### src/rtl/core/pcog_pkg.sv
// Shared constants, types and codes for the occupancy grid block.
`default_nettype none

package pcog_pkg;

    // Map geometry
    localparam int MAP_WIDTH  = 400;
    localparam int MAP_HEIGHT = 400;
    localparam int GRID_CELLS = MAP_WIDTH * MAP_HEIGHT;
    localparam int GRID_WORDS = (GRID_CELLS + 63) / 64;
    localparam int WORD_AW    = (GRID_WORDS > 1) ? $clog2(GRID_WORDS) : 1;
    localparam int CIDX_W     = (GRID_CELLS > 1) ? $clog2(GRID_CELLS) : 1;
    localparam int COL_W      = (MAP_WIDTH > 1) ? $clog2(MAP_WIDTH) : 1;
    localparam int ROW_W      = (MAP_HEIGHT > 1) ? $clog2(MAP_HEIGHT) : 1;

    // Field widths
    localparam int CMD_W    = 2;
    localparam int COORD_W  = 16;
    localparam int DIFF_W   = COORD_W + 1;
    localparam int QUOT_W   = COORD_W;
    localparam int CNT_W    = $clog2(QUOT_W);
    localparam int CS_W     = 10;
    localparam int WIDX_W   = 12;
    localparam int STAT_W   = 2;
    localparam int CELL_W   = 18;
    localparam int DATA_W   = 64;
    localparam int BIT_W    = 6;
    localparam int PADDR_W  = 5;
    localparam int PDATA_W  = 32;
    localparam int REGIDX_W = PADDR_W - 2;

    // Register reset values
    localparam logic signed [COORD_W-1:0] RST_Z_MIN    = 16'sd100;
    localparam logic signed [COORD_W-1:0] RST_Z_MAX    = 16'sd1500;
    localparam logic signed [COORD_W-1:0] RST_ORIGIN_X = -16'sd10000;
    localparam logic signed [COORD_W-1:0] RST_ORIGIN_Y = -16'sd10000;
    localparam logic [CS_W-1:0]           RST_CELL_SZ  = 10'd50;

    typedef enum logic [CMD_W-1:0] {
        CMD_CLEAR = 2'd0,
        CMD_POINT = 2'd1,
        CMD_READ  = 2'd2,
        CMD_NOP   = 2'd3
    } cmd_t;

    typedef enum logic [STAT_W-1:0] {
        STAT_MARKED   = 2'd0,
        STAT_FILTERED = 2'd1,
        STAT_OUTSIDE  = 2'd2,
        STAT_DONE     = 2'd3
    } status_t;

    typedef enum logic [REGIDX_W-1:0] {
        REG_Z_MIN     = 3'd0,
        REG_Z_MAX     = 3'd1,
        REG_ORIGIN_X  = 3'd2,
        REG_ORIGIN_Y  = 3'd3,
        REG_CELL_SIZE = 3'd4
    } reg_idx_t;

    typedef enum logic [2:0] {
        S_CLEAR,
        S_IDLE,
        S_DIV,
        S_MREAD,
        S_MMOD,
        S_RDATA,
        S_RESP
    } fsm_t;

    typedef struct packed {
        logic signed [COORD_W-1:0] z_min;
        logic signed [COORD_W-1:0] z_max;
        logic signed [COORD_W-1:0] origin_x;
        logic signed [COORD_W-1:0] origin_y;
        logic [CS_W-1:0]           cell_size;
    } cfg_t;

    // One divider lane result: sign of the dividend and quotient magnitude
    typedef struct packed {
        logic              neg;
        logic [QUOT_W-1:0] quot;
    } div_lane_t;

endpackage

`default_nettype wire

### src/rtl/core/pcog_div.sv
// Two-lane restoring divider: signed dividend by unsigned cell size, one bit per cycle.
`default_nettype none

module pcog_div (
    input  wire logic                                clk,
    input  wire logic                                rst_n,
    input  wire logic                                start,
    input  wire logic signed [pcog_pkg::DIFF_W-1:0]  dividend_x,
    input  wire logic signed [pcog_pkg::DIFF_W-1:0]  dividend_y,
    input  wire logic        [pcog_pkg::CS_W-1:0]    divisor,
    output logic                                     done,
    output pcog_pkg::div_lane_t                      res_x,
    output pcog_pkg::div_lane_t                      res_y
);

    localparam int NL = 2;

    logic signed [pcog_pkg::DIFF_W-1:0] dvd [NL];
    logic [pcog_pkg::QUOT_W-1:0]        mag_reg  [NL];
    logic [pcog_pkg::QUOT_W-1:0]        mag_next [NL];
    logic [pcog_pkg::CS_W-1:0]          rem_reg  [NL];
    logic [pcog_pkg::CS_W-1:0]          rem_next [NL];
    logic [pcog_pkg::QUOT_W-1:0]        abs_val  [NL];
    logic                               neg_reg  [NL];
    logic [pcog_pkg::CS_W:0]            shifted  [NL];
    logic                               ge       [NL];
    logic [pcog_pkg::CNT_W-1:0]         cnt_reg;
    logic                               busy_reg;
    logic                               done_reg;

    assign dvd[0] = dividend_x;
    assign dvd[1] = dividend_y;

    // One restoring step per lane
    always_comb
    begin
        for (int i = 0; i < NL; i++)
        begin
            abs_val[i] = dvd[i][pcog_pkg::DIFF_W-1] ? pcog_pkg::QUOT_W'(-dvd[i])
                                                      : pcog_pkg::QUOT_W'(dvd[i]);
            shifted[i] = {rem_reg[i], mag_reg[i][pcog_pkg::QUOT_W-1]};
            ge[i]      = (shifted[i] >= {1'b0, divisor});
            rem_next[i] = ge[i] ? pcog_pkg::CS_W'(shifted[i] - {1'b0, divisor})
                                : pcog_pkg::CS_W'(shifted[i]);
            mag_next[i] = {mag_reg[i][pcog_pkg::QUOT_W-2:0], ge[i]};
        end
    end

    // Control
    always_ff @(posedge clk or negedge rst_n)
    begin
        if (!rst_n)
        begin
            busy_reg <= 1'b0;
            done_reg <= 1'b0;
            cnt_reg  <= '0;
        end
        else
        begin
            done_reg <= 1'b0;
            if (start)
            begin
                busy_reg <= 1'b1;
                cnt_reg  <= '0;
            end
            else if (busy_reg)
            begin
                cnt_reg <= cnt_reg + 1'b1;
                if (cnt_reg == pcog_pkg::CNT_W'(pcog_pkg::QUOT_W - 1))
                begin
                    busy_reg <= 1'b0;
                    done_reg <= 1'b1;
                end
            end
        end
    end

    // Datapath: magnitude shifts out, quotient bits shift in
    always_ff @(posedge clk)
    begin
        for (int i = 0; i < NL; i++)
        begin
            if (start)
            begin
                mag_reg[i] <= abs_val[i];
                rem_reg[i] <= '0;
                neg_reg[i] <= dvd[i][pcog_pkg::DIFF_W-1];
            end
            else if (busy_reg)
            begin
                mag_reg[i] <= mag_next[i];
                rem_reg[i] <= rem_next[i];
            end
        end
    end

    assign done       = done_reg;
    assign res_x.neg  = neg_reg[0];
    assign res_x.quot = mag_reg[0];
    assign res_y.neg  = neg_reg[1];
    assign res_y.quot = mag_reg[1];

endmodule

`default_nettype wire

### config.mk
export PLATFORM = sky130hd
export DESIGN_NAME = pcog_div
export DESIGN_NICKNAME = d
export VERILOG_FILES = /design/src/rtl/core/pcog_pkg.sv /design/src/rtl/core/pcog_div.sv
export SDC_FILE = /design/constraint.sdc
export NUM_CORES = 1
export LEC_CHECK = 0
export ABC_AREA = 1
export BUFFER_PORTS_ARGS = -buffer_cell sky130_fd_sc_hd__buf_4
export CAP_MARGIN = 25
export CORE_AREA = 4 4 96 98
export CTS_BUF_LIST = sky130_fd_sc_hd__clkbuf_8
export CTS_CLUSTER_DIAMETER = 80
export DETAILED_ROUTE_END_ITERATION = 10
export DIE_AREA = 0 0 100 102
export PLACE_DENSITY = 0.76
export SYNTH_ARGS = -nofsm -noshare
export SYNTH_HDL_FRONTEND = slang
export SYNTH_SLANG_ARGS = --single-unit
### constraint.sdc
create_clock -name clk -period 2.7 [get_ports clk]
set_input_delay 0.405 -clock clk [delete_from_list [all_inputs] [get_ports clk]]
set_output_delay 0.405 -clock clk [all_outputs]
set_load 0.05 [all_outputs]
==> metrics.txt <==
Post-CTS Setup Inserts 0; Die Ht 102 um; first-pass GRT wire length 18500 um; Compound-Gate Fraction of Synth Area 5.76%; CTS tree built; Psw 1.95 mW; GRT Overall Usage 22.6%; vias in the first global route 4099; min-delay worst type in -> reg; final hold violations 0; die area ~0.010 mm2; Post-Synth XOR/XNOR Area under 10%; mux contribution to synthesized area 0%; Worst Setup End Kind register; die width 100 um; clk sink count 60; RSZ-0062 raised after global routing no; Avg Cell Area, Syn 7.20 um2; setup tns final 0 ns; routed wire length 11100 um; sequential share of power 32.6%; Starting Density between 50% and 60%; num rows 34; CP arrival 2.13 ns; largest family of logic cells by synthesized area simple AND/OR/NAND/NOR gates; final setup fails 0; Area Growth Syn to Fin 19.7%; CP max FO 3; P_int 2.51 mW; Placer Congestion around 0.94; Final period util between 70% and 80%; Power Density 819 mW/mm2; Net Count, Synth between 700 and 800; final worst setup slack 0.657 ns; per-cell routed wire length between 10 and 15 um; startpoint types register; IO Port Bufs approximately 80; final HPWL from detailed placement 8620 um; FF+latch count, synth 60; share of layout cells above drive strength 1 approximately 16%; Slew @ Worst Pin 0.748 ns; status complete, no violations; largest net degree at the start of global routing 51; H-tree depth 3; Max VDD drop approximately 0.0004 V; Final ANT Viol Nets 0; Final Skew 0.00677 ns; clock-pin slew on the worst setup and hold paths 0.07 ns; Max Transition Viols Final 0; CTS Buf Count 9; fmax 0.489 GHz; Synth Warn # 0; CP Class reg -> reg; Worst EP required 2.78 ns; mapped cell area 0.00454 mm2; clk buf depth 2; Antenna Cells 0; most frequent cells in the layout nand2_1, inv_1, buf_4, nor2_1, edfxtp_1; Leak ~2.8 nW; worst-skew pair later-pin latency 0.33 ns; Switching Fraction 43.7%; count of cell types in the netlist 33; number of vias per cell between 5 and 6; number of flip-flops in the largest register 32; initial DRC count 218; # Max-Cap Violations 0; initial antenna violation count 0; # DRC 0; Slew HR 49.9%; Nets 784; post-layout min period 2.04 ns; Gate Count Post-Synth around 630; post_cts resized 0; Simple-Gate Fraction of Synth Area 35.7%; total gr overflow 0; combinational share of power 50.2%; commonest non-fill, non-tap cell in the layout nand2_1; pre-CTS setup slack 0.539 ns; sequential-to-total area share from yosys stat between 30% and 40%; Post-Synth Adder-Cell Area 7.22%; clk root buf clkbuf_8; Core Area 0.00847 mm2; drt first pass iters 6; clock share of power 17.3%; io pins 82; DR vias 4200
per-stage QoR:
step	cells	power (mW)	hold WS, ns	instance area (um2)	utilization [%]
after global placement	808	3.63	0.219	5250	62.0
after CTS	825	4.46	0.298	5440	64.2
after detailed placement	808	3.68	0.218	5250	62.0
after floorplan	631	3.16	0.109	4540	-
final	825	4.45	0.308	5440	64.2
after global routing	825	4.84	0.304	5440	64.2
layer usage:
| metal | part of all wire (%) | vias to the layer above | wire [um] | GRT usage (%) |
|---|---|---|---|---|
| li1 | - | 2190 | - | - |
| met1 | 45 | 1888 | 5040 | 28.9 |
| met2 | 47 | 105 | 5240 | 38.6 |
| met4 | 1.5 | 0 | 170 | 6.63 |
| met5 | 0 | - | 0 | 0 |
| met3 | 5.8 | 17 | 648 | 5.05 |
cells by family (layout without fill, tap and decap cells):
family | Yosys count | after routing
adders and majority gates | 25 | 25
AOI/OAI and AO/OA | 49 | 49
buffers and inverters | 102 | 188
DFF | 60 | 60
xor gates and xnor gates | 18 | 18
and+or+nand+nor | 377 | 377
power groups by stage:
stage               registers (mW)  logic [mW]  clock network (mW)
floorplan                     1.65        1.51                   0
global placement              1.46        2.16                   0
detailed placement            1.47        2.22                   0
CTS                           1.45        2.23               0.777
global route                  1.47        2.54               0.826
finish                        1.45        2.23               0.768
repair_timing:
action                                  4_1_cts  5_1_grt
hold endpoints to repair                      6        0
hold buffers                                  1        0
endpoints found under the setup margin        0        0
worst paths after layout:
kind	start	endpoint	slack, ns	depth (start not counted)
max	mag_reg[0][15]	rem_reg[0][6]	0.66	12
min	start	cnt_reg[3]	0.31	2
max reg2reg	mag_reg[0][15]	rem_reg[0][6]	0.66	12
min reg2reg	mag_reg[0][14]	mag_reg[0][15]	0.56	2
max in group asynchronous	rst_n	cnt_reg[1]	2.15	2
min in group asynchronous	rst_n	done	0.43	2
synthesized netlist by cell type, drive strengths merged:
library cell | instances | share of area [%]
nor2 | 82 | 7.1
and2 | 2 | 0.33
inv | 88 | 7.3
dfrtp | 6 | 3.3
xor2 | 16 | 3.1
buf | 5 | 0.83
nand3 | 49 | 5.5
o21ai | 27 | 3.0
or2 | 7 | 0.96
edfxtp | 54 | 36
nand2 | 208 | 18
nor4 | 1 | 0.14
ha | 23 | 6.3
xnor2 | 2 | 0.39
nand4 | 13 | 1.8
clkbuf | 9 | 0.74
o21bai | 5 | 0.83
fa | 2 | 0.88
nor3 | 6 | 0.66
a21oi | 17 | 2.0
nand3b | 9 | 1.5
worst max-delay path, stage by stage, from the launching register on:
cell and delay, ns:
edfxtp_1 0.38, inv_1 0.06, ha_1 0.20, fa_1 0.40
nand3b_1 0.18, nand2_1 0.14, nand2_1 0.09, nand2_1 0.06
nand2_1 0.05, nand2_1 0.09, nand2_1 0.06, nand2_1 0.06
nor2_1 0.04
layout make-up:
cell class	instances	area (um2)
clock inverter	7	58.8
inverter	88	330
multi-input combinational	469	2370
fill	777	3030
tap	108	135
clock buffer	9	124
timing repair buffer	84	646
sequential	60	1770
No activity file was read; power rests on OpenSTA's default activity.
