[config.mk]
export PLATFORM = sky130hd
export DESIGN_NAME = pcog_cfg
export DESIGN_NICKNAME = d
export VERILOG_FILES = /design/src/rtl/core/pcog_pkg.sv /design/src/rtl/core/pcog_cfg.sv
export SDC_FILE = /design/constraint.sdc
export NUM_CORES = 1
export LEC_CHECK = 0
export ABC_AREA = 1
export BUFFER_PORTS_ARGS = -buffer_cell sky130_fd_sc_hd__buf_2
export CORE_AREA = 2 2 94 96
export CTS_CLUSTER_SIZE = 14
export DETAILED_ROUTE_END_ITERATION = 8
export DIE_AREA = 0 0 96 98
export PLACE_DENSITY = 0.74
export REMOVE_ABC_BUFFERS = 1
export SLEW_MARGIN = 0
export SYNTH_ARGS = -nofsm -noshare
export SYNTH_HDL_FRONTEND = slang
export SYNTH_SLANG_ARGS = --single-unit
export TNS_END_PERCENT = 30
[constraint.sdc]
create_clock -name clk -period 5.3 [get_ports clk]
set_clock_uncertainty 0.1 [all_clocks]
set_input_delay 1.59 -clock clk [delete_from_list [all_inputs] [get_ports clk]]
set_output_delay 1.59 -clock clk [all_outputs]
set_load 0.01 [all_outputs]
[src/rtl/core/pcog_pkg.sv]
// Shared constants, types and codes for the occupancy grid block.
`default_nettype none

package pcog_pkg;

    // Map geometry
    localparam int MAP_WIDTH  = 400;
    localparam int MAP_HEIGHT = 400;
    localparam int GRID_CELLS = MAP_WIDTH * MAP_HEIGHT;
    localparam int GRID_WORDS = (GRID_CELLS + 63) / 64;
    localparam int WORD_AW    = (GRID_WORDS > 1) ? $clog2(GRID_WORDS) : 1;
    localparam int CIDX_W     = (GRID_CELLS > 1) ? $clog2(GRID_CELLS) : 1;
    localparam int COL_W      = (MAP_WIDTH > 1) ? $clog2(MAP_WIDTH) : 1;
    localparam int ROW_W      = (MAP_HEIGHT > 1) ? $clog2(MAP_HEIGHT) : 1;

    // Field widths
    localparam int CMD_W    = 2;
    localparam int COORD_W  = 16;
    localparam int DIFF_W   = COORD_W + 1;
    localparam int QUOT_W   = COORD_W;
    localparam int CNT_W    = $clog2(QUOT_W);
    localparam int CS_W     = 10;
    localparam int WIDX_W   = 12;
    localparam int STAT_W   = 2;
    localparam int CELL_W   = 18;
    localparam int DATA_W   = 64;
    localparam int BIT_W    = 6;
    localparam int PADDR_W  = 5;
    localparam int PDATA_W  = 32;
    localparam int REGIDX_W = PADDR_W - 2;

    // Register reset values
    localparam logic signed [COORD_W-1:0] RST_Z_MIN    = 16'sd100;
    localparam logic signed [COORD_W-1:0] RST_Z_MAX    = 16'sd1500;
    localparam logic signed [COORD_W-1:0] RST_ORIGIN_X = -16'sd10000;
    localparam logic signed [COORD_W-1:0] RST_ORIGIN_Y = -16'sd10000;
    localparam logic [CS_W-1:0]           RST_CELL_SZ  = 10'd50;

    typedef enum logic [CMD_W-1:0] {
        CMD_CLEAR = 2'd0,
        CMD_POINT = 2'd1,
        CMD_READ  = 2'd2,
        CMD_NOP   = 2'd3
    } cmd_t;

    typedef enum logic [STAT_W-1:0] {
        STAT_MARKED   = 2'd0,
        STAT_FILTERED = 2'd1,
        STAT_OUTSIDE  = 2'd2,
        STAT_DONE     = 2'd3
    } status_t;

    typedef enum logic [REGIDX_W-1:0] {
        REG_Z_MIN     = 3'd0,
        REG_Z_MAX     = 3'd1,
        REG_ORIGIN_X  = 3'd2,
        REG_ORIGIN_Y  = 3'd3,
        REG_CELL_SIZE = 3'd4
    } reg_idx_t;

    typedef enum logic [2:0] {
        S_CLEAR,
        S_IDLE,
        S_DIV,
        S_MREAD,
        S_MMOD,
        S_RDATA,
        S_RESP
    } fsm_t;

    typedef struct packed {
        logic signed [COORD_W-1:0] z_min;
        logic signed [COORD_W-1:0] z_max;
        logic signed [COORD_W-1:0] origin_x;
        logic signed [COORD_W-1:0] origin_y;
        logic [CS_W-1:0]           cell_size;
    } cfg_t;

    // One divider lane result: sign of the dividend and quotient magnitude
    typedef struct packed {
        logic              neg;
        logic [QUOT_W-1:0] quot;
    } div_lane_t;

endpackage

`default_nettype wire

[src/rtl/core/pcog_cfg.sv]
// APB register file for height band, map origin and cell size.
`default_nettype none

module pcog_cfg (
    input  wire logic                          clk,
    input  wire logic                          rst_n,
    input  wire logic                          psel,
    input  wire logic                          penable,
    input  wire logic                          pwrite,
    input  wire logic [pcog_pkg::PADDR_W-1:0]  paddr,
    input  wire logic [pcog_pkg::PDATA_W-1:0]  pwdata,
    output logic      [pcog_pkg::PDATA_W-1:0]  prdata,
    output pcog_pkg::cfg_t                     cfg
);

    logic signed [pcog_pkg::COORD_W-1:0] z_min_reg;
    logic signed [pcog_pkg::COORD_W-1:0] z_max_reg;
    logic signed [pcog_pkg::COORD_W-1:0] origin_x_reg;
    logic signed [pcog_pkg::COORD_W-1:0] origin_y_reg;
    logic [pcog_pkg::CS_W-1:0]           cell_size_reg;
    pcog_pkg::reg_idx_t                  reg_idx;
    logic                                wr_en;

    assign reg_idx = pcog_pkg::reg_idx_t'(paddr[pcog_pkg::PADDR_W-1:2]);
    assign wr_en   = psel && penable && pwrite;

    // Register writes
    always_ff @(posedge clk or negedge rst_n)
    begin
        if (!rst_n)
        begin
            z_min_reg     <= pcog_pkg::RST_Z_MIN;
            z_max_reg     <= pcog_pkg::RST_Z_MAX;
            origin_x_reg  <= pcog_pkg::RST_ORIGIN_X;
            origin_y_reg  <= pcog_pkg::RST_ORIGIN_Y;
            cell_size_reg <= pcog_pkg::RST_CELL_SZ;
        end
        else if (wr_en)
        begin
            unique case (reg_idx)
                pcog_pkg::REG_Z_MIN:     z_min_reg     <= pwdata[pcog_pkg::COORD_W-1:0];
                pcog_pkg::REG_Z_MAX:     z_max_reg     <= pwdata[pcog_pkg::COORD_W-1:0];
                pcog_pkg::REG_ORIGIN_X:  origin_x_reg  <= pwdata[pcog_pkg::COORD_W-1:0];
                pcog_pkg::REG_ORIGIN_Y:  origin_y_reg  <= pwdata[pcog_pkg::COORD_W-1:0];
                pcog_pkg::REG_CELL_SIZE: cell_size_reg <= pwdata[pcog_pkg::CS_W-1:0];
                default: ;
            endcase
        end
    end

    // Read mux
    always_comb
    begin
        unique case (reg_idx)
            pcog_pkg::REG_Z_MIN:     prdata = pcog_pkg::PDATA_W'(unsigned'(z_min_reg));
            pcog_pkg::REG_Z_MAX:     prdata = pcog_pkg::PDATA_W'(unsigned'(z_max_reg));
            pcog_pkg::REG_ORIGIN_X:  prdata = pcog_pkg::PDATA_W'(unsigned'(origin_x_reg));
            pcog_pkg::REG_ORIGIN_Y:  prdata = pcog_pkg::PDATA_W'(unsigned'(origin_y_reg));
            pcog_pkg::REG_CELL_SIZE: prdata = pcog_pkg::PDATA_W'(cell_size_reg);
            default:                 prdata = '0;
        endcase
    end

    assign cfg.z_min     = z_min_reg;
    assign cfg.z_max     = z_max_reg;
    assign cfg.origin_x  = origin_x_reg;
    assign cfg.origin_y  = origin_y_reg;
    assign cfg.cell_size = cell_size_reg;

endmodule

`default_nettype wire

==> results of run 1 <==
[metrics by stage]
step                      cells  utilization  setup WS [ps]
after detailed placement    649       0.4985          476.9
after global routing        665       0.5191          373.8
after floorplan             425            -           1084
after CTS                   665       0.5191          474.6
final                       665       0.5191          457.8
after global placement      649       0.4985          496.4
[synthesized netlist by cell type, drive strengths merged]
library cell,number
a21oi,6
buf,34
clkbuf,5
conb,1
dfrtp,45
dfstp,29
inv,51
nand2,124
nand3,32
nand4,16
nor2,23
o21ai,83
[power by group]
part	switching [mW]	leakage, nW	internal [mW]	total, mW
registers	0.0809	0.878	0.705	0.786
clock network	0.194	0.0932	0.194	0.388
logic	0.235	1.41	0.156	0.391
[worst min-delay path: stages (launching register included)]
cell and delay, ps:
dfstp_2 380, nand2_1 50, o21ai_1 50
[logic make-up after synthesis]
logic type             synth area share
flip-flops                       0.5103
AND/OR/NAND/NOR                  0.2384
buffers and inverters            0.1238
other                          0.001014
AO/OA/AOI/OAI                    0.1265
[layer usage]
layer	vias up	share of wire	wire length, µm	track usage
met4	0	0.015	145	0.07912
met5	-	0	0	0
li1	1621	-	-	-
met2	122	0.48	4697	0.3392
met1	1508	0.43	4274	0.2936
met3	13	0.074	725	0.04861
[path summary, 6_finish.rpt]
kind / slack (ps) / end / startpoint / cells after the start
worst max register to register: 4360 / origin_y_reg[15] / origin_y_reg[15] / 2
max in group asynchronous: 3210 / z_max_reg[5] / rst_n / 1
min in group asynchronous: 1280 / z_min_reg[12] / rst_n / 1
worst min register to register: 380 / z_max_reg[8] / z_max_reg[8] / 2
worst min-delay path: 380 / z_max_reg[8] / z_max_reg[8] / 2
worst max-delay path: 460 / prdata[3] / paddr[4] / 7
[area by class of cell]
type | count | area (µm²)
Tap cell | 108 | 135.1
Multi-Input combinational cell | 300 | 1410
Clock buffer | 13 | 158.9
Sequential cell | 74 | 1888
Inverter | 51 | 196.4
Timing Repair Buffer | 116 | 590.6
Clock inverter | 3 | 15.01
Fill cell | 849 | 4071
==> reports/results.txt, run 1 <==
status -> complete, no violations
Post-CTS Setup Inserts -> 0
first-pass GRT wire length -> 15.46 mm
Pre-antenna DRT Iters -> 5
worst hold path class -> flip-flop to flip-flop
Synth Area per Inst -> 8.240 µm²
initial core utilization -> 0.4370
ANT nets after route -> 0
share of the synthesized area in the top cell type -> 0.3044
Seq cells post-synth -> 74
Clock transition at path regs -> 80 ps
routability cong. -> 0.8494
Clock Path Buffers -> 2
Slew Viols, Final -> 0
Yosys top cell by area -> dfrtp_1
total congestion overflow -> 0
Rel. slew slack -> 0.3895
Top Ports -> 148
vias in the first global route -> 3,058
CTS buffer count -> 9
core area -> 8466 µm²
Finish-stage setup viols -> 0
Via density -> 4.908
Tot Pwr -> 1.565 mW
crit path kind -> input pin to output port
clk root buf -> clkbuf_8
Starting DRT DRC Count -> 121
clk_lat worst skew -> 330 ps
die area -> 9408 µm²
Final min period -> 4842 ps
DRC Markers -> 0
worst path required time -> 3610 ps
commonest cells after routing, fill and taps aside -> nand2_1 (122), buf_2 (112), inv_1 (47)
largest cells by area after synthesis -> dfrtp_1 (30%), dfstp_2 (21%), nand2_1 (12%), o21ai_0 (5.4%), o21ai_1 (5.0%)
f_max -> 206.5 MHz
largest net degree at the start of global routing -> 75
Mapped Area -> 3700 µm²
Layout Area Growth over Synthesis -> 18.77%
routed wire length -> 9.842 mm
Core Rows -> 34
initial antenna violation count -> 0
worst hold slack -> 383.3 ps
Crit path largest cell delay -> 460 ps
Post-Syn Instances -> 449
CP Cell Sequence -> buf_2 > inv_2 > nand3_4 > o21ai_0 > inv_1 > nand2_1 > buf_2
HPWL after detailed placement -> 6.459 mm
CP top delay family -> buffers and inverters
number of inserted diodes -> 0
CP Launch Type -> input pin
vias -> 3,264
port buffer count -> 113
area post-placement -> 4220 µm²
Die Span Y -> 98 µm
CP most frequent cell -> buf_2
Arr. time, crit path -> 3150 ps
Gates resized, CTS repair -> 0
setup_tns -> 0 ps
PwrDens -> 356.1 nW/µm²
unrepaired setup endpoints after global routing -> no
post-synthesis sequential area ratio -> 0.5103
CTS tree -> yes
Worst IR Drop VDD -> 0.1929 mV
Distinct cells, synth -> 25
Total Routing Usage GR -> 0.2167
critical path capture point type -> output port
Nets -> 594
Pleak -> 2.378 nW
Max-cap violations -> 0
Worst Path Buf+Inv -> 4
Hold Vio Cnt, Final -> 0
CP max-delay cell -> inv_2
hold-fix buffers at CTS -> 0
die width -> 96 µm
Clock Sinks -> 74
wire per inst -> 14.80 µm
yosys warns -> 0
fin crit share -> 0.9136
Worst-Margin Slew -> 915.7 ps
cell area after layout -> 4394 µm²
most common cell after layout, fill and taps aside -> nand2_1
Critical Path Fanout Max -> 23
share of layout cells above drive strength 1 -> 0.3196
H-tree levels -> 3
(Power assumes the default switching activity.)
==> inputs of run 2 (changes only) <==
CTS_BUF_LIST = sky130_fd_sc_hd__clkbuf_4 sky130_fd_sc_hd__clkbuf_8   (was unset)
==> run 2 against run 1 <==
Against the previous run:
- sequential share of layout area fell by 0.073 points
- flip-flop and latch count did not move
- global-route usage barely moved
- fmax is essentially flat
- clock-buffer cell count unchanged
- routed wire length rose by 0.15%
- core utilization grew 0.089 points
- cell area is 0.17% higher
- largest cell class unchanged
==> reports/results.txt, run 2 (synthesized netlist as in run 1, its figures left out) <==
Core Rows -> 34 (unchanged)
Total Routing Usage GR -> 0.2167 (about the same)
CP max-delay cell -> inv_2 (unchanged)
total congestion overflow -> 0 (unchanged)
pre-CTS WS -> 476.9 ps (unchanged)
CTS buffer count -> 9 (unchanged)
Hold Vio Cnt, Final -> 0 (unchanged)
Final min period -> 4843 ps (was 4842 ps)
Finish-stage setup viols -> 0 (unchanged)
Pleak -> 2.385 nW (was 2.378 nW)
worst path required time -> 3610 ps (about the same)
initial core utilization -> 0.4370 (unchanged)
unrepaired setup endpoints after global routing -> no (unchanged)
CTS tree -> yes (unchanged)
number of inserted diodes -> 0 (unchanged)
worst hold path class -> flip-flop to flip-flop (unchanged)
hold-fix buffers at CTS -> 0 (unchanged)
Critical Path Fanout Max -> 23 (unchanged)
initial antenna violation count -> 0 (unchanged)
Max-cap violations -> 0 (unchanged)
H-tree levels -> 3 (unchanged)
die width -> 96 µm (unchanged)
Worst IR Drop VDD -> 0.1919 mV (was 0.1929 mV)
Sequential Area -> 1888 µm² (unchanged)
vias -> 3,274 (was 3,264)
die area -> 9408 µm² (unchanged)
CP Cell Sequence -> buf_2 > inv_2 > nand3_4 > o21ai_0 > inv_1 > nand2_1 > buf_2 (unchanged)
CP Launch Type -> input pin (unchanged)
first-pass GRT wire length -> 15.48 mm (was 15.46 mm)
f_max -> 206.5 MHz (about the same)
ANT nets after route -> 0 (unchanged)
core area -> 8466 µm² (unchanged)
Die Span Y -> 98 µm (unchanged)
Crit path largest cell delay -> 450 ps (was 460 ps)
status -> complete, no violations (unchanged)
critical path capture point type -> output port (unchanged)
# fillers -> 847 (was 849)
setup_tns -> 0 ps (unchanged)
CP top delay family -> buffers and inverters (unchanged)
vias in the first global route -> 3,066 (was 3,058)
PnR worst setup slack -> 457.0 ps (was 457.8 ps)
fin crit share -> 0.9138 (was 0.9136)
Worst Path Buf+Inv -> 4 (unchanged)
Starting DRT DRC Count -> 152 (was 121)
Clock Sinks -> 74 (unchanged)
Nets -> 594 (unchanged)
Clock transition at path regs -> 80 ps (about the same)
DRC Markers -> 0 (unchanged)
Top Ports -> 148 (unchanged)
Arr. time, crit path -> 3150 ps (about the same)
share of layout cells above drive strength 1 -> 0.3232 (was 0.3196)
Post-CTS Setup Inserts -> 0 (unchanged)
routed wire length -> 9.857 mm (was 9.842 mm)
clk_lat worst skew -> 320 ps (was 330 ps)
crit path kind -> input pin to output port (unchanged)
clk root buf -> clkbuf_8 (unchanged)
largest net degree at the start of global routing -> 75 (unchanged)
Gates resized, CTS repair -> 0 (unchanged)
CP most frequent cell -> buf_2 (unchanged)
HPWL after detailed placement -> 6.459 mm (unchanged)
Rel. slew slack -> 0.3900 (was 0.3895)
Worst-Margin Slew -> 915.1 ps (was 915.7 ps)
port buffer count -> 113 (unchanged)
Pre-antenna DRT Iters -> 4 (was 5)
Slew Viols, Final -> 0 (unchanged)
Clock Path Buffers -> 2 (unchanged)
Layout Area Growth over Synthesis -> 18.97% (was 18.77%)
Via density -> 4.923 (was 4.908)
PwrDens -> 357.7 nW/µm² (was 356.1 nW/µm²)
routability cong. -> 0.8494 (unchanged)
wire per inst -> 14.82 µm (was 14.80 µm)
most common cell after layout, fill and taps aside -> nand2_1 (unchanged)
commonest cells after routing, fill and taps aside -> nand2_1 (122), buf_2 (112), inv_1 (47) (unchanged)
Multi-input gate area -> 1410 µm² (unchanged)
[run 2: cell type report]
cell class | instances | share of cell area
Tap cell | 108 | 0.03070
Clock inverter | 3 | 0.003411
Clock buffer | 13 | 0.03781
Multi-Input combinational cell | 300 | 0.3204
Sequential cell | 74 | 0.4289
Timing Repair Buffer | 116 | 0.1342
Inverter | 51 | 0.04463
[run 2: final timing paths]
kind                                   from               end  slack [ps]  cells after the start
setup / recovery                   paddr[4]         prdata[3]         460                      7
hold / removal                 z_max_reg[8]      z_max_reg[8]         380                      2
setup reg to reg           origin_y_reg[15]  origin_y_reg[15]        4360                      2
hold reg to reg                z_max_reg[8]      z_max_reg[8]         380                      2
max in group asynchronous             rst_n      z_max_reg[5]        3220                      1
min in group asynchronous             rst_n      z_max_reg[0]        1300                      1
[run 2: where the power goes]
part	internal, mW	switching, mW
sequential	0.705	0.0808
clock	0.204	0.194
combinational	0.156	0.234
[run 2: worst min-delay path, delay by kind of cell, from the launching register on]
kind | cells | cell delay (ps)
AOI/OAI and AO/OA | 1 | 50
and+or+nand+nor | 1 | 50
DFF | 1 | 380
[run 2: stage by stage]
| stage | hold WS, ps | cells | utilization | cell area [µm²] | power, mW |
|---|---|---|---|---|---|
| after floorplan | 384.6 | 425 | - | 3495 | 0.9915 |
| after global placement | 369.0 | 649 | 0.4985 | 4220 | 1.176 |
| after detailed placement | 374.1 | 649 | 0.4985 | 4220 | 1.190 |
| after CTS | 384.1 | 665 | 0.5200 | 4402 | 1.592 |
| after global routing | 402.0 | 665 | 0.5200 | 4402 | 1.682 |
| final | 383.2 | 665 | 0.5200 | 4402 | 1.574 |
[run 2: routing by layer]
| layer | wire length, µm | track usage | vias to the layer above |
|---|---|---|---|
| met1 | 4274 | 0.2928 | 1514 |
| met2 | 4707 | 0.3403 | 123 |
| met5 | 0 | 0 | - |
| met4 | 141 | 0.07912 | 0 |
| li1 | - | - | 1624 |
| met3 | 734 | 0.04861 | 13 |
==> inputs of run 3 (changes only) <==
CORE_AREA = 2 2 86 88   (was 2 2 94 96)
DIE_AREA = 0 0 88 90   (was 0 0 96 98)
PLACE_DENSITY = 0.86   (was 0.74)
==> run 3 against run 2 <==
Against the previous run:
- global-route usage grew 3.6 points
- first-iteration DRC count fell by 3.9%
- sequential power about the same
- clock power shrank 2%
==> reports/results.txt, run 3 (synthesized netlist as in run 1, its figures left out) <==
die width -> 88 µm (was 96 µm)
vias in the first global route -> 3,199 (was 3,066)
PwrDens -> 357.3 nW/µm² (was 357.7 nW/µm²)
fin crit share -> 0.8594 (was 0.9138)
CTS tree -> yes (unchanged)
Rel. slew slack -> 0.3905 (was 0.3900)
initial core utilization -> 0.5270 (was 0.4370)
hold-fix buffers at CTS -> 0 (unchanged)
routed wire length -> 9.761 mm (was 9.857 mm)
Pleak -> 2.383 nW (was 2.385 nW)
HPWL after detailed placement -> 6.403 mm (was 6.459 mm)
Clock Sinks -> 74 (unchanged)
R2R depth -> 2 (unchanged)
CP max-delay cell -> buf_4 (was inv_2)
Hold Vio Cnt, Final -> 0 (unchanged)
Final Instance Count excl. Fillers -> 658 (was 665)
reg2reg start -> origin_y_reg[15] (unchanged)
Worst R2R Setup Slack -> 4380 ps (was 4360 ps)
clk_lat worst skew -> 330 ps (was 320 ps)
Placed Cells -> 642 (was 649)
initial antenna violation count -> 0 (unchanged)
wire per inst -> 14.83 µm (was 14.82 µm)
Layout Area Growth over Synthesis -> 18.90% (was 18.97%)
CP Launch Type -> input pin (unchanged)
Worst IR Drop VDD -> 0.1875 mV (was 0.1919 mV)
DRC Markers -> 0 (unchanged)
worst hold path class -> flip-flop to flip-flop (unchanged)
Arr. time, crit path -> 2860 ps (was 3150 ps)
Worst-Margin Slew -> 914.3 ps (was 915.1 ps)
Top Ports -> 148 (unchanged)
total congestion overflow -> 0 (unchanged)
CTS buffer count -> 9 (unchanged)
Core Rows -> 31 (was 34)
CP top delay family -> buffers and inverters (unchanged)
critical path launch point -> paddr[2] (was paddr[4])
Via density -> 5.198 (was 4.923)
unrepaired setup endpoints after global routing -> no (unchanged)
setup_tns -> 0 ps (unchanged)
first-pass GRT wire length -> 15.41 mm (was 15.48 mm)
Critical Path Fanout Max -> 20 (was 23)
most common cell after layout, fill and taps aside -> nand2_1 (unchanged)
port buffer count -> 113 (unchanged)
status -> complete, no violations (unchanged)
ANT nets after route -> 0 (unchanged)
CP Cell Sequence -> buf_2 > nor2_4 > buf_4 > nand3_1 > o21ai_0 > inv_1 > nand2_1 > buf_2 (was buf_2 > inv_2 > nand3_4 > o21ai_0 > inv_1 > nand2_1 > buf_2)
critical path capture point type -> output port (unchanged)
Gates resized, CTS repair -> 0 (unchanged)
Post-CTS Setup Inserts -> 0 (unchanged)
Pre-antenna DRT Iters -> 5 (was 4)
Die Span Y -> 90 µm (was 98 µm)
Finish-stage setup viols -> 0 (unchanged)
CP most frequent cell -> buf_2 (unchanged)
worst path required time -> 3610 ps (about the same)
reg2reg end -> origin_y_reg[15] (unchanged)
cell area after layout -> 4399 µm² (was 4402 µm²)
Slew Viols, Final -> 0 (unchanged)
vias -> 3,420 (was 3,274)
commonest cells after routing, fill and taps aside -> nand2_1 (122), buf_2 (112), inv_1 (47) (unchanged)
Clock Path Buffers -> 2 (unchanged)
Worst Path Buf+Inv -> 4 (unchanged)
clk root buf -> clkbuf_8 (unchanged)
Crit path largest cell delay -> 310 ps (was 450 ps)
Max-cap violations -> 0 (unchanged)
Hold Crit Start -> origin_x_reg[12] (was z_max_reg[8])
number of inserted diodes -> 0 (unchanged)
CP Depth -> 8 (was 7)
crit path to -> prdata[15] (was prdata[3])
Total Routing Usage GR -> 0.2532 (was 0.2167)
largest net degree at the start of global routing -> 75 (unchanged)
Final min period -> 4555 ps (was 4843 ps)
Starting DRT DRC Count -> 146 (was 152)
core area -> 7020 µm² (was 8466 µm²)
share of layout cells above drive strength 1 -> 0.3256 (was 0.3232)
Clock transition at path regs -> 80 ps (about the same)
f_max -> 219.5 MHz (was 206.5 MHz)
die area -> 7920 µm² (was 9408 µm²)
area post-placement -> 4224 µm² (was 4220 µm²)
routability cong. -> 0.8167 (was 0.8494)
crit path kind -> input pin to output port (unchanged)
Nets -> 596 (was 594)
H-tree levels -> 3 (unchanged)
==> run 3: metal layers <==
metal	global-route usage	vias to the layer above	part of all wire
li1	-	1628	-
met1	0.3331	1619	0.42
met2	0.3984	154	0.48
met3	0.04959	19	0.072
met4	0.1192	0	0.019
met5	0	-	0
==> run 3: how the worst min path moves through the flow <==
stage / endpoint / slack [ps] / depth (start not counted)
floorplan: origin_y_reg[4] / 380 / 2
global placement: origin_x_reg[5] / 370 / 2
detailed placement: origin_x_reg[12] / 370 / 2
CTS: origin_y_reg[5] / 380 / 2
global route: z_max_reg[8] / 400 / 2
finish: origin_x_reg[12] / 380 / 2
==> run 3: tightest hold or removal path, stage by stage (launching register included) <==
cell and delay (ps):
dfstp_2 380, nand2_1 50, o21ai_1 50
==> run 3: where the power goes <==
group          switching, mW  internal [mW]  total (mW)
clock                  0.205          0.186       0.390
sequential            0.0820          0.705       0.787
combinational          0.238          0.157       0.395
==> run 3: area by class of cell <==
class	instances	area [µm²]
Fill cell	622	2621
Sequential cell	74	1888
Tap cell	99	123.9
Clock inverter	5	30.03
Inverter	51	196.4
Multi-Input combinational cell	300	1410
Clock buffer	11	145.1
Timing Repair Buffer	118	605.6
==> run 3: through the flow <==
stage	util	setup WS [ps]	total power [mW]	hold WS, ps
after floorplan	-	1084	0.9915	384.6
after global placement	0.6017	771.0	1.174	368.4
after detailed placement	0.6017	757.1	1.192	371.6
after CTS	0.6266	745.4	1.581	382.8
after global routing	0.6266	604.9	1.662	397.9
final	0.6266	745.0	1.572	383.2
